--- src/hw/rtl/ssstat_pkg.sv ---
package ssstat_pkg;

	localparam int VALUE_W     = 16;
	localparam int COUNT_W     = 16;
	localparam int SUM_W       = 32;
	localparam int FRAC_W      = 8;
	localparam int MEAN_W      = 24;
	localparam int ACTION_W    = 2;
	localparam int IN_TDATA_W  = 16;
	localparam int OUT_FIELD_W = 138;
	localparam int OUT_TDATA_W = 144;
	localparam int DIV_CNT_W   = $clog2(MEAN_W);

	localparam logic [ACTION_W-1:0] ACT_ADD   = 2'd0;
	localparam logic [ACTION_W-1:0] ACT_CLOSE = 2'd1;
	localparam logic [ACTION_W-1:0] ACT_END   = 2'd2;

	localparam logic KIND_SEGMENT = 1'b0;
	localparam logic KIND_SUMMARY = 1'b1;

	typedef struct packed {
		logic add;
		logic div_start;
		logic load_seg;
		logic seg_last;
		logic close_seg;
		logic load_sum;
	} cmd_t;

	typedef struct packed {
		logic div_done;
		logic out_free;
	} status_t;

endpackage

--- src/hw/rtl/segmented_stream_statistics_top.sv ---
// Value words: accepted back to back, one per cycle while no close or end word is in progress, no result.
// Close word: the segment report follows the radix-2 divider, which makes one mean bit
// per cycle over 24 bits, and waits for a free output word; input held meanwhile.
// End word: segment report, then the lot summary once the output word is free; then lot state clears.
// Reset: arst_n asynchronous, active low; clears all statistics and the output word.
module segmented_stream_statistics_top
	import ssstat_pkg::*;
(
	input  logic                   clk,
	input  logic                   arst_n,
	input  logic                   s_tvalid,
	output logic                   s_tready,
	input  logic [IN_TDATA_W-1:0]  s_tdata,  // value
	input  logic [ACTION_W-1:0]    s_tuser,  // action
	output logic                   m_tvalid,
	input  logic                   m_tready,
	output logic [OUT_TDATA_W-1:0] m_tdata,  // segment_number, value_count, segment_empty,
	                                         // mean_fixed, segment_minimum, total_segments,
	                                         // lot_maximum, maximum_segment,
	                                         // maximum_position, any_values, zero pad
	output logic                   m_tuser,  // kind
	output logic                   m_tlast
);

	cmd_t    cmd;
	status_t status;

	ssstat_ctrl u_ctrl (
		.clk     (clk),
		.arst_n  (arst_n),
		.s_tvalid(s_tvalid),
		.s_tready(s_tready),
		.action  (s_tuser),
		.status  (status),
		.cmd     (cmd)
	);

	ssstat_dp u_dp (
		.clk     (clk),
		.arst_n  (arst_n),
		.cmd     (cmd),
		.status  (status),
		.value   (s_tdata),
		.m_tvalid(m_tvalid),
		.m_tready(m_tready),
		.m_tdata (m_tdata),
		.m_tuser (m_tuser),
		.m_tlast (m_tlast)
	);

endmodule

--- src/hw/rtl/ssstat_div.sv ---
module ssstat_div
	import ssstat_pkg::*;
(
	input  logic              clk,
	input  logic              arst_n,
	input  logic              start,
	input  logic [COUNT_W-1:0] dividend_hi,
	input  logic [MEAN_W-1:0]  dividend_lo,
	input  logic [COUNT_W-1:0] divisor,
	output logic              done,
	output logic [MEAN_W-1:0]  quotient
);

	logic [COUNT_W-1:0]   rem_q;
	logic [MEAN_W-1:0]    quo_q;
	logic [COUNT_W-1:0]   dvs_q;
	logic [DIV_CNT_W-1:0] cnt_q;
	logic                 busy_q;
	logic [COUNT_W:0]     trial;
	logic [COUNT_W:0]     diff;
	logic                 ge;

	assign trial = {rem_q, quo_q[MEAN_W-1]};
	assign ge    = trial >= {1'b0, dvs_q};
	assign diff  = trial - {1'b0, dvs_q};
	assign done  = busy_q && (cnt_q == DIV_CNT_W'(MEAN_W - 1));
	assign quotient = quo_q;

	always_ff @(posedge clk or negedge arst_n) begin
		if (!arst_n) begin
			busy_q <= 1'b0;
			cnt_q  <= '0;
		end else if (start) begin
			busy_q <= 1'b1;
			cnt_q  <= '0;
		end else if (busy_q) begin
			if (done) begin
				busy_q <= 1'b0;
			end
			cnt_q <= cnt_q + 1'b1;
		end
	end

	always_ff @(posedge clk) begin
		if (start) begin
			rem_q <= dividend_hi;
			quo_q <= dividend_lo;
			dvs_q <= divisor;
		end else if (busy_q) begin
			rem_q <= ge ? diff[COUNT_W-1:0] : trial[COUNT_W-1:0];
			quo_q <= {quo_q[MEAN_W-2:0], ge};
		end
	end

endmodule

--- src/hw/rtl/ssstat_dp.sv ---
module ssstat_dp
	import ssstat_pkg::*;
(
	input  logic                   clk,
	input  logic                   arst_n,
	input  cmd_t                   cmd,
	output status_t                status,
	input  logic [IN_TDATA_W-1:0]  value,
	output logic                   m_tvalid,
	input  logic                   m_tready,
	output logic [OUT_TDATA_W-1:0] m_tdata,
	output logic                   m_tuser,
	output logic                   m_tlast
);

	function automatic logic [COUNT_W-1:0] sat_inc(input logic [COUNT_W-1:0] x);
		return (&x) ? x : x + 1'b1;
	endfunction

	logic [SUM_W-1:0]   sum_q;
	logic [COUNT_W-1:0] cnt_q;
	logic [VALUE_W-1:0] min_q;
	logic [COUNT_W-1:0] idx_q;
	logic [VALUE_W-1:0] best_val_q;
	logic [COUNT_W-1:0] best_seg_q;
	logic [COUNT_W-1:0] best_pos_q;
	logic               seen_q;

	logic               out_valid_q;
	logic               out_kind_q;
	logic               out_last_q;
	logic [OUT_FIELD_W-1:0] out_data_q;

	logic [VALUE_W-1:0] v;
	logic               take;
	logic [SUM_W:0]     sum_ext;
	logic [COUNT_W-1:0] cnt_next;
	logic [COUNT_W-1:0] number;
	logic               mean_sat;
	logic [MEAN_W-1:0]  mean;
	logic [MEAN_W-1:0]  quotient;
	logic               div_done;

	assign v        = value[VALUE_W-1:0];
	assign take     = cmd.add && (v != '0);
	assign sum_ext  = {1'b0, sum_q} + (SUM_W+1)'(v);
	assign cnt_next = sat_inc(cnt_q);
	assign number   = sat_inc(idx_q);
	assign mean_sat = sum_q[SUM_W-1:SUM_W-COUNT_W] >= cnt_q;

	always_comb begin
		if (cnt_q == '0) begin
			mean = '0;
		end else if (mean_sat) begin
			mean = '1;
		end else begin
			mean = quotient;
		end
	end

	ssstat_div u_div (
		.clk        (clk),
		.arst_n     (arst_n),
		.start      (cmd.div_start),
		.dividend_hi(sum_q[SUM_W-1:SUM_W-COUNT_W]),
		.dividend_lo({sum_q[SUM_W-COUNT_W-1:0], FRAC_W'(0)}),
		.divisor    (cnt_q),
		.done       (div_done),
		.quotient   (quotient)
	);

	assign status.div_done = div_done;
	assign status.out_free = !out_valid_q || m_tready;

	always_ff @(posedge clk or negedge arst_n) begin
		if (!arst_n) begin
			sum_q      <= '0;
			cnt_q      <= '0;
			min_q      <= '0;
			idx_q      <= '0;
			best_val_q <= '0;
			best_seg_q <= '0;
			best_pos_q <= '0;
			seen_q     <= 1'b0;
		end else if (cmd.load_sum) begin
			sum_q      <= '0;
			cnt_q      <= '0;
			min_q      <= '0;
			idx_q      <= '0;
			best_val_q <= '0;
			best_seg_q <= '0;
			best_pos_q <= '0;
			seen_q     <= 1'b0;
		end else if (cmd.close_seg) begin
			sum_q <= '0;
			cnt_q <= '0;
			min_q <= '0;
			idx_q <= number;
		end else if (take) begin
			if (cnt_q == '0 || v < min_q) begin
				min_q <= v;
			end
			cnt_q <= cnt_next;
			sum_q <= sum_ext[SUM_W] ? '1 : sum_ext[SUM_W-1:0];
			if (!seen_q || v > best_val_q) begin
				best_val_q <= v;
				best_seg_q <= number;
				best_pos_q <= cnt_next;
				seen_q     <= 1'b1;
			end
		end
	end

	always_ff @(posedge clk or negedge arst_n) begin
		if (!arst_n) begin
			out_valid_q <= 1'b0;
			out_kind_q  <= KIND_SEGMENT;
			out_last_q  <= 1'b0;
			out_data_q  <= '0;
		end else if (cmd.load_seg) begin
			out_valid_q <= 1'b1;
			out_kind_q  <= KIND_SEGMENT;
			out_last_q  <= cmd.seg_last;
			out_data_q  <= {65'd0, min_q, mean, cnt_q == '0, cnt_q, number};
		end else if (cmd.load_sum) begin
			out_valid_q <= 1'b1;
			out_kind_q  <= KIND_SUMMARY;
			out_last_q  <= 1'b1;
			out_data_q  <= {seen_q, best_pos_q, best_seg_q, best_val_q, number, 73'd0};
		end else if (m_tready) begin
			out_valid_q <= 1'b0;
		end
	end

	assign m_tvalid = out_valid_q;
	assign m_tuser  = out_kind_q;
	assign m_tlast  = out_last_q;
	assign m_tdata  = {(OUT_TDATA_W-OUT_FIELD_W)'(0), out_data_q};

endmodule

--- src/hw/rtl/ssstat_ctrl.sv ---
module ssstat_ctrl
	import ssstat_pkg::*;
(
	input  logic                clk,
	input  logic                arst_n,
	input  logic                s_tvalid,
	output logic                s_tready,
	input  logic [ACTION_W-1:0] action,
	input  status_t             status,
	output cmd_t                cmd
);

	localparam logic [1:0] ST_IDLE = 2'd0;
	localparam logic [1:0] ST_DIV  = 2'd1;
	localparam logic [1:0] ST_SEG  = 2'd2;
	localparam logic [1:0] ST_SUM  = 2'd3;

	logic [1:0] state_q;
	logic [1:0] state_next;
	logic       end_q;
	logic       accept;

	assign s_tready = (state_q == ST_IDLE);
	assign accept   = s_tvalid && s_tready;

	always_comb begin
		cmd        = '0;
		state_next = state_q;
		case (state_q)
			ST_IDLE: begin
				if (accept) begin
					cmd.add = (action == ACT_ADD);
					if (action == ACT_CLOSE || action == ACT_END) begin
						cmd.div_start = 1'b1;
						state_next    = ST_DIV;
					end
				end
			end
			ST_DIV: begin
				if (status.div_done) begin
					state_next = ST_SEG;
				end
			end
			ST_SEG: begin
				if (status.out_free) begin
					cmd.load_seg = 1'b1;
					cmd.seg_last = !end_q;
					if (end_q) begin
						state_next = ST_SUM;
					end else begin
						cmd.close_seg = 1'b1;
						state_next    = ST_IDLE;
					end
				end
			end
			ST_SUM: begin
				if (status.out_free) begin
					cmd.load_sum = 1'b1;
					state_next   = ST_IDLE;
				end
			end
			default: begin
				state_next = ST_IDLE;
			end
		endcase
	end

	always_ff @(posedge clk or negedge arst_n) begin
		if (!arst_n) begin
			state_q <= ST_IDLE;
			end_q   <= 1'b0;
		end else begin
			state_q <= state_next;
			if (cmd.div_start) begin
				end_q <= (action == ACT_END);
			end
		end
	end

endmodule

--- config.mk ---
export PLATFORM = sky130hd
export DESIGN_NAME = segmented_stream_statistics_top
export DESIGN_NICKNAME = d
export VERILOG_FILES = /design/src/hw/rtl/ssstat_pkg.sv /design/src/hw/rtl/segmented_stream_statistics_top.sv /design/src/hw/rtl/ssstat_div.sv /design/src/hw/rtl/ssstat_dp.sv /design/src/hw/rtl/ssstat_ctrl.sv
export SDC_FILE = /design/constraint.sdc
export NUM_CORES = 1
export LEC_CHECK = 0
export ABC_CLOCK_PERIOD_IN_PS = 5600
export BUFFER_PORTS_ARGS = -buffer_cell sky130_fd_sc_hd__buf_2
export CORE_ASPECT_RATIO = 0.9
export CORE_UTILIZATION = 30
export DETAILED_ROUTE_END_ITERATION = 8
export PLACE_DENSITY = 0.48
export RECOVER_POWER = 100
export SLEW_MARGIN = 10
export SYNTH_ARGS = -nofsm -noshare
export SYNTH_HDL_FRONTEND = slang
export SYNTH_SLANG_ARGS = --single-unit
--- constraint.sdc ---
create_clock -name clk -period 5.6 [get_ports clk]
set_clock_uncertainty 0.15 [all_clocks]
set_input_delay 1.12 -clock clk [delete_from_list [all_inputs] [get_ports clk]]
set_output_delay 1.12 -clock clk [all_outputs]
set_load 0.05 [all_outputs]
## Word level (Yosys, flattened, before mapping)

Index checks and enable logic that the tools add are counted.

- Register bits: 335
- Input bits: 22
- Output and inout bits: 148
- Logic and storage cells: 134

- Add/sub/neg operators: 5
- $lt $le $gt $ge: 4
- Equal/unequal tests: 12
- Muxes and demuxes: 66
- Reduce and logical (&&, ||, !) cells: 27

Operators with widths:

| operator | count |
|---|---|
| $mux 16 | 26 |
| $mux 138 | 2 |
| $mux 32 | 4 |
| $mux 24 | 4 |
| $add 32x16->33 | 1 |
| $add 16x1->16 const B | 2 |
| $reduce_and 16->1 | 2 |
| $ge 17x16->1 | 1 |
| $mux 1 | 17 |
| $ge 16x16->1 | 1 |
| $gt 16x16->1 | 1 |
| $logic_not 16->1 | 1 |
| $lt 16x16->1 | 1 |
| $mux 2 | 8 |
| $reduce_bool 16->1 | 1 |
| $sub 16x16->16 | 1 |
| $mux 5 | 2 |
| $ne 2x2->1 const B | 5 |
| $reduce_bool 2->1 | 5 |
| $reduce_bool 3->1 | 3 |
| $pmux 2 s4 | 1 |
| $eq 2x2->1 const B | 3 |
| $mux 3 | 2 |
| $add 5x1->5 const B | 1 |
| 10 further kinds | 19 |

## Depth between registers and ports, before layout

- Depth in word-level cells: 9
- Gate-level depth with buffers: 12
- Gate-level depth less buffers: 10

## Modules after synthesis

From an unflattened synthesis, not the netlist that was laid out.

- Cell total of the unflattened synthesis: 1,686
- Area, all modules: 17,445.5 um^2

By module, submodules not included:

| module | instances | cells each | area an instance (um^2) | seq. area each (um^2) |
|---|---|---|---|---|
| ssstat_dp | 1 | 1,394 | 13,740.7 | 6,756.5 |
| ssstat_div | 1 | 269 | 3,473.3 | 1,831.8 |
| ssstat_ctrl | 1 | 23 | 231.5 | 75.1 |

## Worst setup path after synthesis

No wires, ideal clock.

- Kind: in2reg
- Start point: input s_tdata[0]
- End point: register u_dp.sum_q[16]
- Library setup time: 0.122 ns
- Arrival time: 3.233 ns
- Required time: 5.328 ns
- Slack: 2.095 ns
- Stages: 9
- Path buffers: 0
- Path through: ha_1 fa_1 a21o_1 a221oi_2 a22oi_1 and4_1 a31oi_2 o21ai_0 a32o_1

- Cells in the longest elaborated chain, start to end: 5
- Elaborated cells on any way between the ends: 8

RTL lines:

| element | line | source |
|---|---|---|
| start, declared | segmented_stream_statistics_top.sv:13 | `input logic [IN_TDATA_W-1:0] s_tdata,` |
| $add 32x16->33 | ssstat_dp.sv:46 | `assign sum_ext = {1'b0, sum_q} + (SUM_W+1)'(v);` |
| $mux 32 | ssstat_dp.sv:104 | `sum_q <= sum_ext[SUM_W] ? '1 : sum_ext[SUM_W-1:0];` |
| $mux 32 | ssstat_dp.sv:99 | `end else if (take) begin` |
| $mux 32 | ssstat_dp.sv:94 | `end else if (cmd.close_seg) begin` |
| $mux 32 | ssstat_dp.sv:85 | `end else if (cmd.load_sum) begin` |
| end signal, assigned | ssstat_dp.sv:104 |  |
| end, declared | ssstat_dp.sv:20 | `logic [SUM_W-1:0] sum_q;` |

Parallel ways exist; a longest one is shown, timed or not. The select of a mux whose other input is x is not followed.
A chain may end at the register's enable or synchronous reset.

## Final worst setup path

- Start point: input m_tready
- End point: register u_dp.best_seg_q[5]

- Cells in the longest elaborated chain, start to end: 5
- Elaborated cells on any way between the ends: 10

RTL lines:

| element | line | source |
|---|---|---|
| start, declared | segmented_stream_statistics_top.sv:16 | `input logic m_tready,` |
| $logic_or 1x1->1 * | ssstat_dp.sv:73 | `assign status.out_free = !out_valid_q \|\| m_tready;` |
| $mux 1 / $mux 3 (equally long branches) | ssstat_ctrl.sv:57, ssstat_ctrl.sv:45 |  |
| $mux 1 / $mux 3 (equally long branches) | ssstat_ctrl.sv:29 | `case (state_q)` |
| $ne 2x2->1 (no source line) / $reduce_bool 2->1 (equally long branches) | n/a |  |
| $reduce_and 3->1 (no source line) | n/a |  |
| end signal, assigned | ssstat_dp.sv:107 | `best_seg_q <= number;` |
| end, declared | ssstat_dp.sv:25 | `logic [COUNT_W-1:0] best_seg_q;` |

Mark *: on every way between the ends. The rest lies on a longest branch, timed or not.

==> results.cfg <==
[power]
ir_drop_mv = 0.294
leakage_nw = 9.02
p_total_w = 0.0100
powerDensity_mw_per_mm2 = 506

[detailed_routing]
drt_pass1_iterations = 5
drtAntennaViolNets = 0
avgRoutedWirePerCell_microns = 18.9
vias = 13600
drc = 0
totalWireLength_microns = 50900
vias_per_cell = 5.06
drtIter0Drc = 1008

[clock_network]
clk_root_buffer_cell = clkbuf_16
cts.repair.resized = 0
numCtsBuffers = 40
tritoncts = yes
clockBufferDepth = 3
post_cts_buffers = 0
clkTransAtPathRegs_ns = 0.06
worstSkewPairLatency_ns = 0.57
clock_sinks = 335
hold_buffers = 0
cts_max_level = 2

[critical_path]
crit_path_start = m_tready
crit_path_end = u_dp.best_seg_q[5]
crit_fanout = 33
rrSetupSlack_ns = 1.21
worstReg2RegStart = u_ctrl.state_q[0]
r2r_end = u_dp.u_div.rem_q[8]
critical_path_class = input port to flop
worstSetupEndpointType = flop
required_ns = 5.85
cp-start-kind = input port
rr_worst_depth = 4
crit_arrival_ns = 4.66

[timing]
fin_crit_ns = 4.41
finalMaxSlewViolations = 379
hold_viol_final = 0
clock.fmax_mhz = 227
grt_setup_unrepaired = no
finalCritPeriodShare_pct = 78.8
worstMarginPinSlew_ns = 3.42
final-setup-viol-count = 0
tns_ns = 0
slew_headroom_pct = -128

[grt]
overflow = 0
grt_pass1_wl_microns = 80100
grt_max_degree = 127
grt_use_total_pct = 17.7
antenna_found_initial = 2
first_global_vias = 13500

[synth]
syn_area_per_cell_sq_um = 9.66
synth_top_area_cell = dfrtp_1
synth_area_leaders = dfrtp_1, edfxtp_1, nand2_1, ha_1, mux2i_1
synth_common_cells = nand2_1, dfrtp_1, nor2_1
synth_warnings = 0
synth.distinct_cells = 79
synth-edff-count = 48
syn_area_sq_mm = 0.0171
synth_top_area_share_pct = 40.7
synth_seq_area_share_pct = 50.1
syn-instance-count = 1774
ys_seq_elements = 335
async_reset_ff_share_pct = 83.3
synth.most_common_cell = nand2_1
synth_ff_type = dfrtp_1

[place]
port_buffers = 163
dp_hpwl_microns = 35300
placed_cell_area_sq_mm = 0.0187
gp_routability_congestion = 0.876

[cells_and_area]
drive_gt1_share_pct = 7.08
nNetsFinal = 2013
fin_area_sq_mm = 0.0199
antenna_cells = 0
area_growth_pct = 15.9

[floorplan]
die_h_microns = 229
core-area_sq_mm = 0.0560
ioPinCount = 170
initial_utilization_pct = 30.6
die-area_sq_mm = 0.0581
rows = 82
die_width_microns = 254

[hold_path]
hp-start = u_dp.out_data_q[113]
hold_class = flop to flop

[status]
violations = max-capacitance violations, max-slew violations
status = finished with violations

[flow_run]
drv_cap = 5
==> placed cells by master, fill, tap and decap left out, types with 42 or more instances in the layout <==
master	count
a21oi_1	70
clkbuf_16	42
ha_1	85
mux2i_1	70
edfxtp_1	48
dfrtp_1	279
o31ai_1	56
nor2_1	136
inv_1	75
nand2_1	323
nand3_1	84
o21ai_0	105
clkbuf_1	154
==> state kept, by name (all words and copies together) (netlist names) <==
register / count
u_dp.out_data_q: 138
u_dp.sum_q: 32
u_dp.u_div.quotient: 24
u_dp.best_pos_q: 16
u_dp.best_seg_q: 16
u_dp.best_val_q: 16
u_dp.cnt_q: 16
u_dp.idx_q: 16
u_dp.min_q: 16
u_dp.u_div.dvs_q: 16
u_dp.u_div.rem_q: 16
u_dp.u_div.cnt_q: 5
u_ctrl.state_q: 2
u_ctrl.end_q: 1
u_dp.m_tlast: 1
u_dp.m_tuser: 1
u_dp.m_tvalid: 1
u_dp.seen_q: 1
u_dp.u_div.busy_q: 1
==> per-layer routing <==
metal	global-route usage, %	vias up	part of all wire [%]
met4	5.99	2	2.9
met1	25.2	6693	48
met3	2.88	87	4.5
met2	27.0	307	45
li1	-	6509	-
met5	0	-	0.026
==> power by group <==
part / switching, W / leakage (nW) / internal [W]
logic: 0.00267 / 3.97 / 0.00116
registers: 0.000380 / 4.36 / 0.00307
clock network: 0.00105 / 0.682 / 0.00170
==> through the flow <==
stage / hold WS (ns) / setup slack [ns] / utilization, % / std cells
after floorplan: 0.273 / 2.10 / - / 1779
after global placement: 0.297 / 1.53 / 33.4 / 2618
after detailed placement: 0.304 / 1.36 / 33.4 / 2618
after CTS: 0.314 / 1.95 / 35.9 / 2690
after global routing: 0.341 / 0.886 / 35.5 / 2690
final: 0.319 / 1.19 / 35.5 / 2690
==> critical path: stages <==
cell,delay [ns]
buf_2,0.08
nand2b_1,0.24
and2_0,0.55
clkbuf_1,1.11
nand2_1,0.82
buf_4,0.49
nand2_1,0.13
mux2i_1,0.08
==> cell families after synthesis <==
kind of cell	after synthesis	synth area share (%)
AO/OA/AOI/OAI	361	13.9
XOR/XNOR	46	2.35
adder cells (fa/ha/maj)	87	6.44
buffers and inverters	175	4.20
flip-flops	335	50.1
multiplexers	87	5.20
other	1	0.0219
AND/OR/NAND/NOR	682	17.8
==> how the worst min path moves through the flow <==
stage / slack, ns / to / cells past startpoint
2_1_floorplan: 0.27 / u_dp.u_div.dvs_q[13] / 0
3_3_place_gp: 0.30 / u_dp.out_data_q[106] / 2
3_5_place_dp: 0.30 / u_dp.out_data_q[109] / 2
4_1_cts: 0.31 / u_dp.out_data_q[109] / 2
5_1_grt: 0.34 / u_dp.out_data_q[109] / 2
6_report: 0.32 / u_dp.out_data_q[113] / 2
==> final cells by class <==
class / instances / area, sq um
clock buffer: 57 / 1190
clock inverter: 15 / 199
fill: 5825 / 36200
inverter: 75 / 282
multi-input combinational: 1269 / 7880
sequential: 335 / 8580
tap: 756 / 946
timing repair buffer: 183 / 790
(Power assumes the default switching activity.)
